===== src/rtl/core/amde_pkg.sv =====
// Shared constants, status type and arctangent table for the affine matrix
// decomposition unit. No dependencies.
package amde_pkg;

  localparam int FRAC_BITS_DEF    = 16;
  localparam int CORDIC_STEPS_DEF = 16;
  localparam int WORD_W           = 32;
  localparam int SCALE_W          = 31;
  localparam int RAD_W            = 64;
  localparam int ZW               = 34;

  localparam logic signed [ZW-1:0] PI_Q30      = 34'sd3373259426;
  localparam logic signed [ZW-1:0] HALF_PI_Q30 = 34'sd1686629713;

  typedef struct packed {
    logic busy;
    logic done;
  } unit_sts_t;

  function automatic logic [29:0] atan_q30(input logic [4:0] i);
    logic [29:0] v;
    case (i)
      5'd0:  v = 30'h3243F6A8;
      5'd1:  v = 30'h1DAC6705;
      5'd2:  v = 30'h0FADBAFC;
      5'd3:  v = 30'h07F56EA6;
      5'd4:  v = 30'h03FEAB76;
      5'd5:  v = 30'h01FFD55B;
      5'd6:  v = 30'h00FFFAAA;
      5'd7:  v = 30'h007FFF55;
      5'd8:  v = 30'h003FFFEA;
      5'd9:  v = 30'h001FFFFD;
      5'd10: v = 30'h000FFFFF;
      5'd11: v = 30'h0007FFFF;
      5'd12: v = 30'h0003FFFF;
      5'd13: v = 30'h0001FFFF;
      5'd14: v = 30'h0000FFFF;
      5'd15: v = 30'h00007FFF;
      5'd16: v = 30'h00003FFF;
      5'd17: v = 30'h00001FFF;
      5'd18: v = 30'h00000FFF;
      5'd19: v = 30'h000007FF;
      5'd20: v = 30'h000003FF;
      5'd21: v = 30'h000001FF;
      5'd22: v = 30'h000000FF;
      5'd23: v = 30'h0000007F;
      5'd24: v = 30'h0000003F;
      5'd25: v = 30'h0000001F;
      5'd26: v = 30'h0000000F;
      5'd27: v = 30'h00000008;
      5'd28: v = 30'h00000004;
      5'd29: v = 30'h00000002;
      5'd30: v = 30'h00000001;
      default: v = 30'h00000000;
    endcase
    return v;
  endfunction

endpackage


===== src/rtl/core/amde_mul.sv =====
// Bit-serial shift-add multiplier, one multiplier bit per cycle.
// Depends on amde_pkg.
module amde_mul import amde_pkg::*; #(
  parameter int W = WORD_W
) (
  input  logic           clk,
  input  logic           rst,
  input  logic           start,
  input  logic [W-1:0]   a,
  output logic [2*W-1:0] prod,
  output unit_sts_t      sts
);
  localparam int CW = $clog2(W + 1);

  logic [W-1:0]  mcand;
  logic [W-1:0]  lo;
  logic [W:0]    hi;
  logic [W:0]    sum;
  logic [CW-1:0] cnt;
  logic          busy;
  logic          done;

  assign sum = lo[0] ? hi + {1'b0, mcand} : hi;

  always_ff @(posedge clk) begin
    if (rst) begin
      busy <= 1'b0;
      done <= 1'b0;
      cnt  <= '0;
    end else begin
      done <= 1'b0;
      if (start) begin
        busy <= 1'b1;
        cnt  <= CW'(W);
      end else if (busy) begin
        cnt <= cnt - 1'b1;
        if (cnt == CW'(1)) begin
          busy <= 1'b0;
          done <= 1'b1;
        end
      end
    end
  end

  always_ff @(posedge clk) begin
    if (start) begin
      mcand <= a;
      hi    <= '0;
      lo    <= a;
    end else if (busy) begin
      hi <= {1'b0, sum[W:1]};
      lo <= {sum[0], lo[W-1:1]};
    end
  end

  assign prod     = {hi[W-1:0], lo};
  assign sts.busy = busy;
  assign sts.done = done;

endmodule


===== src/rtl/core/amde_sqrt.sv =====
// Digit-serial integer square root, two radicand bits per cycle.
// Depends on amde_pkg.
module amde_sqrt import amde_pkg::*; #(
  parameter int W = RAD_W
) (
  input  logic           clk,
  input  logic           rst,
  input  logic           start,
  input  logic [W-1:0]   rad_in,
  output logic [W/2-1:0] root,
  output unit_sts_t      sts
);
  localparam int H  = W / 2;
  localparam int CW = $clog2(H + 1);

  logic [W-1:0]  rad;
  logic [H:0]    rem;
  logic [H+2:0]  remsh;
  logic [H+2:0]  trial;
  logic [H+2:0]  diff;
  logic          ge;
  logic [CW-1:0] cnt;
  logic          busy;
  logic          done;

  assign remsh = {rem, rad[W-1:W-2]};
  assign trial = {1'b0, root, 2'b01};
  assign ge    = remsh >= trial;
  assign diff  = remsh - trial;

  always_ff @(posedge clk) begin
    if (rst) begin
      busy <= 1'b0;
      done <= 1'b0;
      cnt  <= '0;
    end else begin
      done <= 1'b0;
      if (start) begin
        busy <= 1'b1;
        cnt  <= CW'(H);
      end else if (busy) begin
        cnt <= cnt - 1'b1;
        if (cnt == CW'(1)) begin
          busy <= 1'b0;
          done <= 1'b1;
        end
      end
    end
  end

  always_ff @(posedge clk) begin
    if (start) begin
      rad  <= rad_in;
      rem  <= '0;
      root <= '0;
    end else if (busy) begin
      rad  <= {rad[W-3:0], 2'b00};
      rem  <= ge ? diff[H:0] : remsh[H:0];
      root <= {root[H-2:0], ge};
    end
  end

  assign sts.busy = busy;
  assign sts.done = done;

endmodule


===== src/rtl/core/amde_div.sv =====
// Restoring divider giving one quotient bit per cycle of (num << FRAC_BITS) / den,
// for num not above den. Depends on amde_pkg.
module amde_div import amde_pkg::*; #(
  parameter int FRAC_BITS = FRAC_BITS_DEF
) (
  input  logic               clk,
  input  logic               rst,
  input  logic               start,
  input  logic [WORD_W-1:0]  num,
  input  logic [WORD_W-1:0]  den,
  output logic [FRAC_BITS:0] quo,
  output unit_sts_t          sts
);
  localparam int CW = $clog2(FRAC_BITS + 2);

  logic [WORD_W-1:0] dv;
  logic [WORD_W:0]   r;
  logic [WORD_W:0]   rs;
  logic              ge;
  logic [CW-1:0]     cnt;
  logic              busy;
  logic              done;

  assign ge = r >= {1'b0, dv};
  assign rs = ge ? r - {1'b0, dv} : r;

  always_ff @(posedge clk) begin
    if (rst) begin
      busy <= 1'b0;
      done <= 1'b0;
      cnt  <= '0;
    end else begin
      done <= 1'b0;
      if (start) begin
        busy <= 1'b1;
        cnt  <= CW'(FRAC_BITS + 1);
      end else if (busy) begin
        cnt <= cnt - 1'b1;
        if (cnt == CW'(1)) begin
          busy <= 1'b0;
          done <= 1'b1;
        end
      end
    end
  end

  always_ff @(posedge clk) begin
    if (start) begin
      dv  <= den;
      r   <= {1'b0, num};
      quo <= '0;
    end else if (busy) begin
      r   <= {rs[WORD_W-1:0], 1'b0};
      quo <= {quo[FRAC_BITS-1:0], ge};
    end
  end

  assign sts.busy = busy;
  assign sts.done = done;

endmodule


===== src/rtl/core/amde_cordic.sv =====
// Vectoring CORDIC arctangent of (y, x), one iteration per cycle, Q30 angle.
// Depends on amde_pkg.
module amde_cordic import amde_pkg::*; #(
  parameter int FRAC_BITS    = FRAC_BITS_DEF,
  parameter int CORDIC_STEPS = CORDIC_STEPS_DEF
) (
  input  logic                      clk,
  input  logic                      rst,
  input  logic                      start,
  input  logic signed [FRAC_BITS+1:0] y_in,
  input  logic signed [FRAC_BITS+1:0] x_in,
  output logic signed [ZW-1:0]      angle,
  output unit_sts_t                 sts
);
  localparam int NW = FRAC_BITS + 2;
  localparam int XW = FRAC_BITS + 4;
  localparam int IW = $clog2(CORDIC_STEPS);

  logic signed [XW-1:0] x;
  logic signed [XW-1:0] y;
  logic signed [XW-1:0] xe;
  logic signed [XW-1:0] ye;
  logic signed [XW-1:0] dx;
  logic signed [XW-1:0] dy;
  logic signed [ZW-1:0] z;
  logic signed [ZW-1:0] step_a;
  logic [IW-1:0]        idx;
  logic                 busy;
  logic                 done;
  logic                 special;

  assign xe      = XW'(x_in);
  assign ye      = XW'(y_in);
  assign dx      = y >>> idx;
  assign dy      = x >>> idx;
  assign step_a  = $signed({{(ZW-30){1'b0}}, atan_q30(5'(idx))});
  assign special = (y_in == '0) || (x_in == '0);

  always_ff @(posedge clk) begin
    if (rst) begin
      busy <= 1'b0;
      done <= 1'b0;
    end else begin
      done <= 1'b0;
      if (start) begin
        if (special) begin
          done <= 1'b1;
        end else begin
          busy <= 1'b1;
        end
      end else if (busy && idx == IW'(CORDIC_STEPS - 1)) begin
        busy <= 1'b0;
        done <= 1'b1;
      end
    end
  end

  always_ff @(posedge clk) begin
    if (start) begin
      idx <= '0;
      x   <= xe;
      y   <= ye;
      if (y_in == '0) begin
        z <= x_in[NW-1] ? PI_Q30 : '0;
      end else if (x_in == '0) begin
        z <= y_in[NW-1] ? -HALF_PI_Q30 : HALF_PI_Q30;
      end else if (x_in[NW-1]) begin
        if (!y_in[NW-1]) begin
          x <= ye;
          y <= -xe;
          z <= HALF_PI_Q30;
        end else begin
          x <= -ye;
          y <= xe;
          z <= -HALF_PI_Q30;
        end
      end else begin
        z <= '0;
      end
    end else if (busy) begin
      idx <= idx + 1'b1;
      if (!y[XW-1] && y != '0) begin
        x <= x + dx;
        y <= y - dy;
        z <= z + step_a;
      end else begin
        x <= x - dx;
        y <= y + dy;
        z <= z - step_a;
      end
    end
  end

  assign angle    = (z > PI_Q30) ? PI_Q30 : ((z < -PI_Q30) ? -PI_Q30 : z);
  assign sts.busy = busy;
  assign sts.done = done;

endmodule


===== src/rtl/core/affine_matrix_decompose_euler_unit.sv =====
// Column 0..2 words are stored when taken. A column 3 word starts the decomposition, and
// out_valid follows once the bit-serial multiplier, root, divider and CORDIC have run,
// in that order (in the gimbal case the multiply and root for the Y angle are skipped and
// CORDIC runs once); with zero w the unit goes straight to its output state.
// One matrix at a time; the next word waits until the result is in the output register.
// Synchronous reset clears control; the column store is undefined until written.
module affine_matrix_decompose_euler_unit import amde_pkg::*; #(
  parameter int FRAC_BITS    = FRAC_BITS_DEF,
  parameter int CORDIC_STEPS = CORDIC_STEPS_DEF
) (
  input  logic                        clk,
  input  logic                        rst,
  input  logic                        in_valid,
  output logic                        in_stall,
  input  logic [1:0]                  column_index,
  input  logic signed [WORD_W-1:0]    col_x,
  input  logic signed [WORD_W-1:0]    col_y,
  input  logic signed [WORD_W-1:0]    col_z,
  input  logic signed [WORD_W-1:0]    col_w,
  output logic                        out_valid,
  input  logic                        out_stall,
  output logic signed [WORD_W-1:0]    trans_x,
  output logic signed [WORD_W-1:0]    trans_y,
  output logic signed [WORD_W-1:0]    trans_z,
  output logic [SCALE_W-1:0]          scale_x,
  output logic [SCALE_W-1:0]          scale_y,
  output logic [SCALE_W-1:0]          scale_z,
  output logic signed [FRAC_BITS+2:0] angle_x,
  output logic signed [FRAC_BITS+1:0] angle_y,
  output logic signed [FRAC_BITS+2:0] angle_z,
  output logic                        degenerate
);
  localparam int NW = FRAC_BITS + 2;
  localparam int AW = FRAC_BITS + 3;
  localparam int SH = 30 - FRAC_BITS;
  localparam logic signed [ZW:0]    HALF   = 35'sd1 <<< (SH - 1);
  localparam logic signed [ZW:0]    LIM    = (35'(PI_Q30) + HALF) >>> SH;
  localparam logic signed [NW-1:0]  ONE_Q  = {2'b01, {FRAC_BITS{1'b0}}};
  localparam logic signed [NW-1:0]  NEG_ONE = -ONE_Q;

  localparam logic [3:0] ST_IDLE    = 4'd0;
  localparam logic [3:0] ST_LOAD    = 4'd1;
  localparam logic [3:0] ST_SQ_GO   = 4'd2;
  localparam logic [3:0] ST_SQ_WAIT = 4'd3;
  localparam logic [3:0] ST_RT_GO   = 4'd4;
  localparam logic [3:0] ST_RT_WAIT = 4'd5;
  localparam logic [3:0] ST_DV_GO   = 4'd6;
  localparam logic [3:0] ST_DV_WAIT = 4'd7;
  localparam logic [3:0] ST_TS_GO   = 4'd8;
  localparam logic [3:0] ST_TS_WAIT = 4'd9;
  localparam logic [3:0] ST_TR_GO   = 4'd10;
  localparam logic [3:0] ST_TR_WAIT = 4'd11;
  localparam logic [3:0] ST_CR_GO   = 4'd12;
  localparam logic [3:0] ST_CR_WAIT = 4'd13;
  localparam logic [3:0] ST_OUT     = 4'd14;

  localparam logic [1:0] ANG_X = 2'd0;
  localparam logic [1:0] ANG_Y = 2'd1;

  function automatic logic signed [AW-1:0] q30_to_q(input logic signed [ZW-1:0] zq);
    logic signed [ZW:0] r;
    r = (35'(zq) + HALF) >>> SH;
    if (r > LIM) begin
      r = LIM;
    end else if (r < -LIM) begin
      r = -LIM;
    end
    return AW'(r);
  endfunction

  logic [3*WORD_W-1:0]  basis [0:2];
  logic [3*WORD_W-1:0]  row_q;
  logic [3:0]           state;
  logic [1:0]           col_cnt;
  logic [1:0]           elem_cnt;
  logic [1:0]           ang_cnt;
  logic                 deg;
  logic signed [WORD_W-1:0] tx, ty, tz;
  logic [RAD_W-1:0]     sum;
  logic [WORD_W-1:0]    len;
  logic [SCALE_W-1:0]   sc [0:2];
  logic signed [NW-1:0] nrm [0:8];
  logic signed [NW-1:0] rt;
  logic signed [ZW-1:0] ax, ay, az;

  logic                 accept;
  logic                 load_out;
  logic signed [WORD_W-1:0] e_sel;
  logic [WORD_W-1:0]    e_mag;
  logic [3:0]           n_idx;
  logic signed [NW-1:0] n_val;
  logic [WORD_W-1:0]    t_mag;
  logic [RAD_W-1:0]     rest;
  logic                 gimbal;
  logic signed [NW-1:0] cy, cx;

  logic                 mul_start;
  logic [WORD_W-1:0]    mul_a;
  logic [RAD_W-1:0]     prod;
  unit_sts_t            mul_sts;
  logic                 sqrt_start;
  logic [RAD_W-1:0]     sqrt_in;
  logic [RAD_W/2-1:0]   root;
  unit_sts_t            sqrt_sts;
  logic                 div_start;
  logic [FRAC_BITS:0]   quo;
  unit_sts_t            div_sts;
  logic                 cor_start;
  logic signed [ZW-1:0] cor_angle;
  unit_sts_t            cor_sts;

  assign in_stall = state != ST_IDLE;
  assign accept   = in_valid && !in_stall;
  assign load_out = state == ST_OUT && (!out_valid || !out_stall);

  assign e_sel  = row_q[{elem_cnt, 5'b0} +: WORD_W];
  assign e_mag  = e_sel[WORD_W-1] ? WORD_W'(-e_sel) : e_sel;
  assign n_idx  = {col_cnt, 1'b0} + {2'b00, col_cnt} + {2'b00, elem_cnt};
  assign n_val  = (len == '0) ? '0 :
                  (e_sel[WORD_W-1] ? -$signed({1'b0, quo}) : $signed({1'b0, quo}));
  assign t_mag  = nrm[2][NW-1] ? WORD_W'(-nrm[2]) : WORD_W'(nrm[2]);
  assign rest   = (RAD_W'(1) << (2 * FRAC_BITS)) - prod;
  assign gimbal = (nrm[2] >= ONE_Q) || (nrm[2] <= NEG_ONE);

  always_comb begin
    cy = nrm[1];
    cx = nrm[0];
    if (gimbal) begin
      cy = -nrm[6];
      cx = nrm[4];
    end else begin
      case (ang_cnt)
        ANG_X: begin
          cy = nrm[5];
          cx = nrm[8];
        end
        ANG_Y: begin
          cy = -nrm[2];
          cx = rt;
        end
        default: begin
          cy = nrm[1];
          cx = nrm[0];
        end
      endcase
    end
  end

  assign mul_start  = state == ST_SQ_GO || state == ST_TS_GO;
  assign mul_a      = (state == ST_TS_GO) ? t_mag : e_mag;
  assign sqrt_start = state == ST_RT_GO || state == ST_TR_GO;
  assign sqrt_in    = (state == ST_TR_GO) ? rest : sum;
  assign div_start  = state == ST_DV_GO;
  assign cor_start  = state == ST_CR_GO;

  amde_mul #(.W(WORD_W)) u_mul (
    .clk(clk), .rst(rst), .start(mul_start), .a(mul_a), .prod(prod), .sts(mul_sts)
  );

  amde_sqrt #(.W(RAD_W)) u_sqrt (
    .clk(clk), .rst(rst), .start(sqrt_start), .rad_in(sqrt_in), .root(root), .sts(sqrt_sts)
  );

  amde_div #(.FRAC_BITS(FRAC_BITS)) u_div (
    .clk(clk), .rst(rst), .start(div_start), .num(e_mag), .den(len), .quo(quo),
    .sts(div_sts)
  );

  amde_cordic #(.FRAC_BITS(FRAC_BITS), .CORDIC_STEPS(CORDIC_STEPS)) u_cordic (
    .clk(clk), .rst(rst), .start(cor_start), .y_in(cy), .x_in(cx), .angle(cor_angle),
    .sts(cor_sts)
  );

  always_ff @(posedge clk) begin
    if (accept && column_index != 2'd3) begin
      basis[column_index] <= {col_z, col_y, col_x};
    end
    if (state == ST_LOAD) begin
      row_q <= basis[col_cnt];
    end
  end

  always_ff @(posedge clk) begin
    if (rst) begin
      state     <= ST_IDLE;
      col_cnt   <= '0;
      elem_cnt  <= '0;
      ang_cnt   <= '0;
      out_valid <= 1'b0;
    end else begin
      if (load_out) begin
        out_valid <= 1'b1;
      end else if (!out_stall) begin
        out_valid <= 1'b0;
      end
      case (state)
        ST_IDLE: begin
          if (accept && column_index == 2'd3) begin
            col_cnt  <= '0;
            elem_cnt <= '0;
            state    <= (col_w == '0) ? ST_OUT : ST_LOAD;
          end
        end
        ST_LOAD: begin
          elem_cnt <= '0;
          state    <= ST_SQ_GO;
        end
        ST_SQ_GO: state <= ST_SQ_WAIT;
        ST_SQ_WAIT: begin
          if (mul_sts.done) begin
            if (elem_cnt == 2'd2) begin
              elem_cnt <= '0;
              state    <= ST_RT_GO;
            end else begin
              elem_cnt <= elem_cnt + 1'b1;
              state    <= ST_SQ_GO;
            end
          end
        end
        ST_RT_GO: state <= ST_RT_WAIT;
        ST_RT_WAIT: begin
          if (sqrt_sts.done) begin
            state <= ST_DV_GO;
          end
        end
        ST_DV_GO: state <= ST_DV_WAIT;
        ST_DV_WAIT: begin
          if (div_sts.done) begin
            if (elem_cnt == 2'd2) begin
              elem_cnt <= '0;
              if (col_cnt == 2'd2) begin
                ang_cnt <= '0;
                state   <= gimbal ? ST_CR_GO : ST_TS_GO;
              end else begin
                col_cnt <= col_cnt + 1'b1;
                state   <= ST_LOAD;
              end
            end else begin
              elem_cnt <= elem_cnt + 1'b1;
              state    <= ST_DV_GO;
            end
          end
        end
        ST_TS_GO: state <= ST_TS_WAIT;
        ST_TS_WAIT: begin
          if (mul_sts.done) begin
            state <= ST_TR_GO;
          end
        end
        ST_TR_GO: state <= ST_TR_WAIT;
        ST_TR_WAIT: begin
          if (sqrt_sts.done) begin
            ang_cnt <= '0;
            state   <= ST_CR_GO;
          end
        end
        ST_CR_GO: state <= ST_CR_WAIT;
        ST_CR_WAIT: begin
          if (cor_sts.done) begin
            if (gimbal || ang_cnt == 2'd2) begin
              state <= ST_OUT;
            end else begin
              ang_cnt <= ang_cnt + 1'b1;
              state   <= ST_CR_GO;
            end
          end
        end
        ST_OUT: begin
          if (load_out) begin
            state <= ST_IDLE;
          end
        end
        default: state <= ST_IDLE;
      endcase
    end
  end

  always_ff @(posedge clk) begin
    if (accept && column_index == 2'd3) begin
      tx  <= col_x;
      ty  <= col_y;
      tz  <= col_z;
      deg <= col_w == '0;
    end
    if (state == ST_LOAD) begin
      sum <= '0;
    end else if (state == ST_SQ_WAIT && mul_sts.done) begin
      sum <= sum + prod;
    end
    if (state == ST_RT_WAIT && sqrt_sts.done) begin
      len         <= root;
      sc[col_cnt] <= root[WORD_W-1] ? {SCALE_W{1'b1}} : root[SCALE_W-1:0];
    end
    if (state == ST_DV_WAIT && div_sts.done) begin
      nrm[n_idx] <= n_val;
    end
    if (state == ST_TR_WAIT && sqrt_sts.done) begin
      rt <= $signed({1'b0, root[FRAC_BITS:0]});
    end
    if (state == ST_CR_WAIT && cor_sts.done) begin
      if (gimbal) begin
        ax <= cor_angle;
        ay <= nrm[2][NW-1] ? HALF_PI_Q30 : -HALF_PI_Q30;
        az <= '0;
      end else begin
        case (ang_cnt)
          ANG_X:   ax <= cor_angle;
          ANG_Y:   ay <= cor_angle;
          default: az <= cor_angle;
        endcase
      end
    end
  end

  always_ff @(posedge clk) begin
    if (load_out) begin
      degenerate <= deg;
      trans_x    <= deg ? '0 : tx;
      trans_y    <= deg ? '0 : ty;
      trans_z    <= deg ? '0 : tz;
      scale_x    <= deg ? '0 : sc[0];
      scale_y    <= deg ? '0 : sc[1];
      scale_z    <= deg ? '0 : sc[2];
      angle_x    <= deg ? '0 : q30_to_q(ax);
      angle_y    <= deg ? '0 : (FRAC_BITS + 2)'(q30_to_q(ay));
      angle_z    <= deg ? '0 : q30_to_q(az);
    end
  end

  a_deg_zero: assert property (@(posedge clk) disable iff (rst)
    out_valid && degenerate |-> scale_x == '0 && angle_x == '0 && trans_x == '0)
    else $error("degenerate result carries non-zero fields");

  a_one_unit: assert property (@(posedge clk) disable iff (rst)
    $onehot0({mul_sts.busy, sqrt_sts.busy, div_sts.busy, cor_sts.busy}))
    else $error("more than one arithmetic unit busy");

  a_mul_done: assert property (@(posedge clk) disable iff (rst)
    mul_sts.done |-> state == ST_SQ_WAIT || state == ST_TS_WAIT)
    else $error("multiplier finished outside a wait state");

  a_cor_done: assert property (@(posedge clk) disable iff (rst)
    cor_sts.done |-> state == ST_CR_WAIT)
    else $error("arctangent finished outside its wait state");

endmodule

===== config.mk =====
export PLATFORM = sky130hd
export DESIGN_NAME = affine_matrix_decompose_euler_unit
export DESIGN_NICKNAME = d
export VERILOG_FILES = /design/src/rtl/core/amde_pkg.sv /design/src/rtl/core/amde_mul.sv /design/src/rtl/core/amde_sqrt.sv /design/src/rtl/core/amde_div.sv /design/src/rtl/core/amde_cordic.sv /design/src/rtl/core/affine_matrix_decompose_euler_unit.sv
export SDC_FILE = /design/constraint.sdc
export NUM_CORES = 2
export LEC_CHECK = 0
export BUFFER_PORTS_ARGS = -buffer_cell sky130_fd_sc_hd__buf_2
export CAP_MARGIN = 20
export CORE_MARGIN = 3
export CORE_UTILIZATION = 30
export DETAILED_ROUTE_END_ITERATION = 10
export MAX_ROUTING_LAYER = met4
export PLACE_DENSITY_LB_ADDON = 0.15
export REMOVE_ABC_BUFFERS = 1
export SYNTH_ARGS = -nofsm -noshare
export SYNTH_HDL_FRONTEND = slang
export SYNTH_SLANG_ARGS = --single-unit

===== constraint.sdc =====
create_clock -name clk -period 19 [get_ports clk]
set_clock_uncertainty 0.15 [all_clocks]
set_input_delay 0.95 -clock clk [delete_from_list [all_inputs] [get_ports clk]]
set_output_delay 0.95 -clock clk [all_outputs]
set_load 0.03 [all_outputs]

# [Yosys cells after proc, flatten, opt, wreduce, memory -nomap -nowiden]
# Memories as Yosys holds them, arrays and structs flattened. A register that Yosys moved wholly into a read port is not among the register bits.
# Cells that the tools add are included.
[word_totals] regBits=886 n_memories=4 output_inout_bits=248 latch_bits=0 elab_cells=322 ram_bits=543 romBits=480
[mem_list] name="(no name shown)" words=16 word_bits=30 rd=1 rd_clocked_by_memory_dff=1 wr=0 line="amde_pkg.sv:22" text="case (i)"
[mem_list] name="basis" words=3 word_bits=96 rd=1 rd_clocked_by_memory_dff=1 wr=1 line="affine_matrix_decompose_euler_unit.sv:71" text="logic [3*WORD_W-1:0] basis [0:2];"
[mem_list] name="nrm" words=9 word_bits=18 rd=7 rd_clocked_by_memory_dff=0 wr=1 line="affine_matrix_decompose_euler_unit.sv:82" text="logic signed [NW-1:0] nrm [0:8];"
[mem_list] name="sc" words=3 word_bits=31 rd=3 rd_clocked_by_memory_dff=3 wr=1 line="affine_matrix_decompose_euler_unit.sv:81" text="logic [SCALE_W-1:0] sc [0:2];"
[op_classes] muxes=121 n_reduce_logical=57 n_addsub=30 div_mod_pow=0 bitwise=3 shift=3 order_cmp=12 eq_ne=39 mul=0
[ops] op="$mux W34" count=15
[ops] op="$mux W32" count=9
[ops] op="$mux W20" count=14
[ops] op="$mux W64" count=3
[ops] op="$mux W18" count=8
[ops] op="$add A34 B15 Y35 const B" count=3
[ops] op="$shiftx A96 B8 Y32" count=1
[ops] op="$pmux W18 S2" count=2
[ops] op="$mux W33" count=2
[ops] op="$add A64 B64 Y64" count=1
[ops] op="$logic_not A32 Y1" count=2
[ops] op="$sub A33 B64 Y64 const A" count=1
[ops] op="$gt A21 B19 Y1 const B" count=3
[ops] op="$lt A21 B19 Y1 const B" count=3
[ops] op="$pmux W4 S15" count=1
[ops] op="$mux W4" count=13
[ops] op="$add A20 B20 Y20" count=2
[ops] op="$neg A18 Y20" count=2
[ops] op="$sshr A20 B4 Y20" count=2
[ops] op="$sub A20 B20 Y20" count=2
[ops] op="$mux W19" count=2
[ops] op="$logic_not A18 Y1" count=2
[ops] op="$neg A18 Y18" count=2
[ops] op="$ge A35 B34 Y1" count=1
[ops] op="55 further kinds" count=169

# [Logic depth before layout (Yosys ltp)]
# An unclocked memory read counts as a cell.
[depth] depth_word=10 depth_mapped=25

# [Hierarchy]
# From an unflattened synthesis, not the netlist that was laid out.
[hier_totals] cells_unflattened=7475 hier_area_um2=82275.2
[by_module_without_submodules] mod="affine_matrix_decompose_euler_unit" instances=1 area_each_um2=50581.0 cells_per_inst=4066
[by_module_without_submodules] mod="amde_cordic" instances=1 area_each_um2=12723.5 cells_per_inst=1555
[by_module_without_submodules] mod="amde_sqrt" instances=1 area_each_um2=7723.7 cells_per_inst=759
[by_module_without_submodules] mod="amde_mul" instances=1 area_each_um2=5860.6 cells_per_inst=560
[by_module_without_submodules] mod="amde_div" instances=1 area_each_um2=5386.4 cells_per_inst=535

# [Worst setup path after synthesis]
# OpenSTA, ideal clock, no wires.
[synth_path] path_kind="register -> register" from="reg state[1]" to="reg angle_x[0], enable pin" setup_time_ns=0.934 synth_period_minus_slack_ns=13.945 stages_incl_launch_ff=5 required_ns=17.916 arrival_time_ns=12.861 path_slack_ns=5.055 path_cell_list="dfxtp_1 > clkbuf_1 > clkbuf_1 > nand3_1 > a21oi_1"
[synth_between] elab_chain_len=2
[synth_lines] item="from (decl)" line="affine_matrix_decompose_euler_unit.sv:73" text="logic [3:0] state;"
[synth_lines] item="from (signal assigned)" line="affine_matrix_decompose_euler_unit.sv:201" text="state <= (col_w == '0) ? ST_OUT : ST_LOAD;"
[synth_lines] item="from (signal assigned)" line="affine_matrix_decompose_euler_unit.sv:233" text="state <= gimbal ? ST_CR_GO : ST_TS_GO;"
[synth_lines] item="$eq A4 B4 Y1" line="affine_matrix_decompose_euler_unit.sv:114" text="assign load_out = state == ST_OUT && (!out_valid || !out_stall);"
[synth_lines] item="$logic_and A1 B1 Y1" line="affine_matrix_decompose_euler_unit.sv:114"
[synth_lines] item="net load_out" line="affine_matrix_decompose_euler_unit.sv:87" text="logic load_out;"
[synth_lines] item="to (signal assigned)" line="affine_matrix_decompose_euler_unit.sv:324" text="angle_x <= deg ? '0 : q30_to_q(ax);"
[synth_lines] item="to (decl)" line="affine_matrix_decompose_euler_unit.sv:28" text="output logic signed [FRAC_BITS+2:0] angle_x,"
# The timed path passes the listed nets, and every way through them passes these cells.
# A chain may end at the register's enable or synchronous reset.

# [Final worst setup path]
[layout_path] from="reg u_cordic.y[1]" to="reg u_cordic.z[33] (data pin)"
[layout_between] elab_chain_len=5
[layout_lines] item="from (decl)" line="amde_cordic.sv:20" text="logic signed [XW-1:0] y;"
[layout_lines] item="from (signal assigned)" line="amde_cordic.sv:62" text="y <= ye;"
[layout_lines] item="from (signal assigned)" line="amde_cordic.sv:70" text="y <= -xe;"
[layout_lines] item="from (signal assigned)" line="amde_cordic.sv:84" text="y <= y - dy;"
[layout_lines] item="$reduce_bool A20 Y1" line="amde_cordic.sv:82" text="if (!y[XW-1] && y != '0) begin"
[layout_lines] item="$logic_and A1 B1 Y1" line="amde_cordic.sv:82"
[layout_lines] item="$mux W34" line="amde_cordic.sv:82"
[layout_lines] item="$mux W34" line="amde_cordic.sv:80" text="end else if (busy) begin"
[layout_lines] item="$mux W34" line="amde_cordic.sv:59" text="if (start) begin"
[layout_lines] item="to (signal assigned)" line="amde_cordic.sv:64" text="z <= x_in[NW-1] ? PI_Q30 : '0;"
[layout_lines] item="to (signal assigned)" line="amde_cordic.sv:66" text="z <= y_in[NW-1] ? -HALF_PI_Q30 : HALF_PI_Q30;"
[layout_lines] item="to (signal assigned)" line="amde_cordic.sv:85" text="z <= z + step_a;"
[layout_lines] item="to (decl)" line="amde_cordic.sv:25" text="logic signed [ZW-1:0] z;"
# Every way passes these cells. The select of a mux whose other input is x is not followed.

==> run summary <==
count of state elements after synthesis -> 1,572
Finished Core Util -> 0.3483
IR drop worst, VDD -> 77.88 uV
Synth warnings -> 0
final wirelength -> 232,800 um
Core Rows -> 188
fin crit share -> 0.3138
Die Area -> 272,400 um2
Arr. time, crit path -> 6.36 ns
Num CTS Buffers -> 192
Reg power frac -> 0.446
CP Buf/Inv Count -> 1
post-synth cell types -> 95
initial DRC count -> 3,754
Filler Cell Count -> 26,280
Routed WL per cell -> 20.71 um
Worst Tran Pin Value -> 1.112 ns
# Post-CTS Setup Buffers -> 0
antenna violations before repair -> 9
CP Capture Type -> flop
Post-Layout Cell Count -> 11,240
CP max-delay cell -> a2111oi_0
ranking of synthesized cells by area -> edfxtp_1, dfxtp_1, ha_1
initial core utilization -> 0.3028
IO Pins -> 382
number of enable flip-flop cells after synthesis -> 1,324
max-slew violations -> 0
placed inst area -> 85,790 um2
Hold-fix buffers, CTS -> 0
Synth Cell Area -> 79,860 um2
die height -> 521.9 um
static leakage -> 32.10 nW
Final Hold Viols -> 0
pin count of the biggest net entering global routing -> 109
Psw -> 0.002791 W
clock latency at the later pin of the worst-skew pair -> 0.89 ns
outcome -> completed
Max Root-Sink Buffers -> 4
Req. time, crit path -> 19.40 ns
count leader, synth -> edfxtp_1
Max-Cap Viols -> 0
sw frac -> 0.2938
post-detailed-route count of antenna-violating nets -> 0
top-area cell type share of the netlist area -> 0.4979
CTS HTree Levels -> 4
CTS tree -> yes
Worst path top cell family by delay -> compound AO/OA/AOI/OAI gates
Synth top cells by count -> edfxtp_1, nand2_1, nor2_1, a21oi_1, o21ai_0
first-pass GRT wire length -> 351,900 um
CP Class -> flop to flop
via/cell ratio -> 5.005
Vias -> 56,250
Core Region -> 263,700 um2
final-stage net count -> 7,982
DRC viols -> 0
CP max stage delay -> 0.83 ns
IO buf count -> 381
chip width -> 521.9 um
Syn Area/Cell -> 11.03 um2
CP dominant cell by count -> nor2_1
Seq/Total Area, Yosys -> 0.5600
area growth from synthesis to layout -> 14.99%
endpoints failing setup -> 0
Routability Congestion -> 0.8672
top cell type by total area after synthesis -> edfxtp_1
Finished Cell Area -> 91,830 um2
CP startpoint kind -> flop
global route overflow -> 0
Async SR Flop Fraction -> 0
root buf cell -> clkbuf_16
hold crit path type -> input port to flop
Post-Synthesis Cells -> 7,240
placed instance count -> 10,890
Fmax -> 167.7 MHz
vias in the first global route -> 55,640
HPWL after DPL -> 164,100 um
CP max FO -> 33
clock tree sinks -> 1,572
critical-path cell list -> or4_1, nor2_1, a31oi_2, buf_4, nor2_1, xor2_1, ha_1, o21ai_0, o211ai_1, nand4_1, and2_1, a2111oi_0, o41ai_1, o21bai_1, nand3_1, a311oi_1, a31oi_1, xnor2_1, o2bb2ai_1
post_cts resized -> 0
GRT Total Usage -> 0.1710
Slew headroom -> 0.2531
fin crit period -> 5.963 ns
Worst-path clk slew -> 0.06 ns
Int Pwr -> 0.006710 W
power per cell area -> 103.5 nW/um2
drt pass-1 iters -> 7
layout cells sized above 1 -> 0.1175
RSZ-0062 raised after global routing -> false
clock share of power -> 0.373
top_reg_cell synth -> edfxtp_1
setup TNS -> 0 ns
power share of the combinational group -> 0.181
[cell families after synthesis]
logic type,Yosys count,synth area share
mux,370,0.05155
xor+xnor,475,0.05210
compound gates,1727,0.1308
simple gates,2264,0.1342
fa+ha+maj,281,0.04478
flops,1572,0.5600
buf+inv,551,0.02654
[through the flow]
stage | hold slack (ns) | setup slack, ns | power [W]
floorplan | 0.2768 | 5.049 | 0.005416
CTS | 0.06678 | 13.08 | 0.009633
finish | 0.1355 | 13.04 | 0.009502
global route | 0.07922 | 12.59 | 0.009968
global placement | 0.2883 | 13.15 | 0.006015
detailed placement | 0.2913 | 13.14 | 0.006029
[cell usage in the layout (no fill, tap or decap), types with 199 or more instances in the layout]
cell type  Yosys  layout
a21oi_1      545     542
buf_2          7     381
dfxtp_1      248     241
edfxtp_1    1324    1324
ha_1         273     273
mux2i_1      313     313
nand2_1      741     739
nor2_1       570     562
nor2b_1      249     248
o21ai_0      522     522
xnor2_1      276     276
xor2_1       199     199
[worst reg2reg max path, cell delays in order, from the launching register on]
cell,delay [ns]
edfxtp_1,0.49
or4_1,0.55
nor2_1,0.28
a31oi_2,0.13
buf_4,0.28
nor2_1,0.18
xor2_1,0.09
ha_1,0.35
o21ai_0,0.15
o211ai_1,0.28
nand4_1,0.14
and2_1,0.22
a2111oi_0,0.83
o41ai_1,0.22
o21bai_1,0.38
nand3_1,0.16
a311oi_1,0.38
a31oi_1,0.18
xnor2_1,0.16
o2bb2ai_1,0.13
[layer usage]
| layer | vias to the layer above | share of wire | global-route usage | routed length, um |
|---|---|---|---|---|
| met2 | 1180 | 0.47 | 0.2727 | 108800 |
| met4 | 0 | 0.021 | 0.03983 | 4810 |
| met1 | 27470 | 0.47 | 0.2290 | 108300 |
| met3 | 301 | 0.047 | 0.02600 | 10930 |
| met5 | - | 0 | - | 0 |
| li1 | 27310 | - | - | - |
[state kept, by name, summed over array words and instances, names as in the netlist, 33 cells and up]
| name | flops |
|---|---|
| basis | 288 |
| nrm | 126 |
| row_q | 96 |
| sc | 93 |
| sum | 64 |
| u_cordic.z | 34 |
| u_div.r | 33 |
| u_sqrt.rad | 64 |
| u_sqrt.rem | 33 |
[power by group through the flow]
stage          Sequential [W]  Combinational, W  Clock [W]
2_1_floorplan         0.00425           0.00117          0
3_3_place_gp          0.00431           0.00171          0
3_5_place_dp          0.00431           0.00172          0
4_1_cts               0.00424           0.00173    0.00367
5_1_grt               0.00426           0.00191    0.00379
6_report              0.00424           0.00172    0.00354
[cell type report]
class,count,area [um2],share of cell area
Sequential cell,1572,44740,0.4872
Multi-Input combinational cell,5117,33220,0.3618
Clock buffer,249,5215,0.05679
Tap cell,3515,4398,0.04789
Timing Repair Buffer,479,2663,0.02899
Clock inverter,97,805.8,0.008775
Inverter,205,774.5,0.008434
Antenna cell,6,15.01,0.0001635
[final timing paths]
check,cells past startpoint,slack [ns],to,startpoint
max,19,13.04,u_cordic.z[33],u_cordic.y[1]
min,1,0.14,basis[2][40],col_y[8]
max reg2reg,19,13.04,u_cordic.z[33],u_cordic.y[1]
min reg2reg,0,0.26,u_div.dv[30],len[30]
Power figures use the tool's default switching activity.
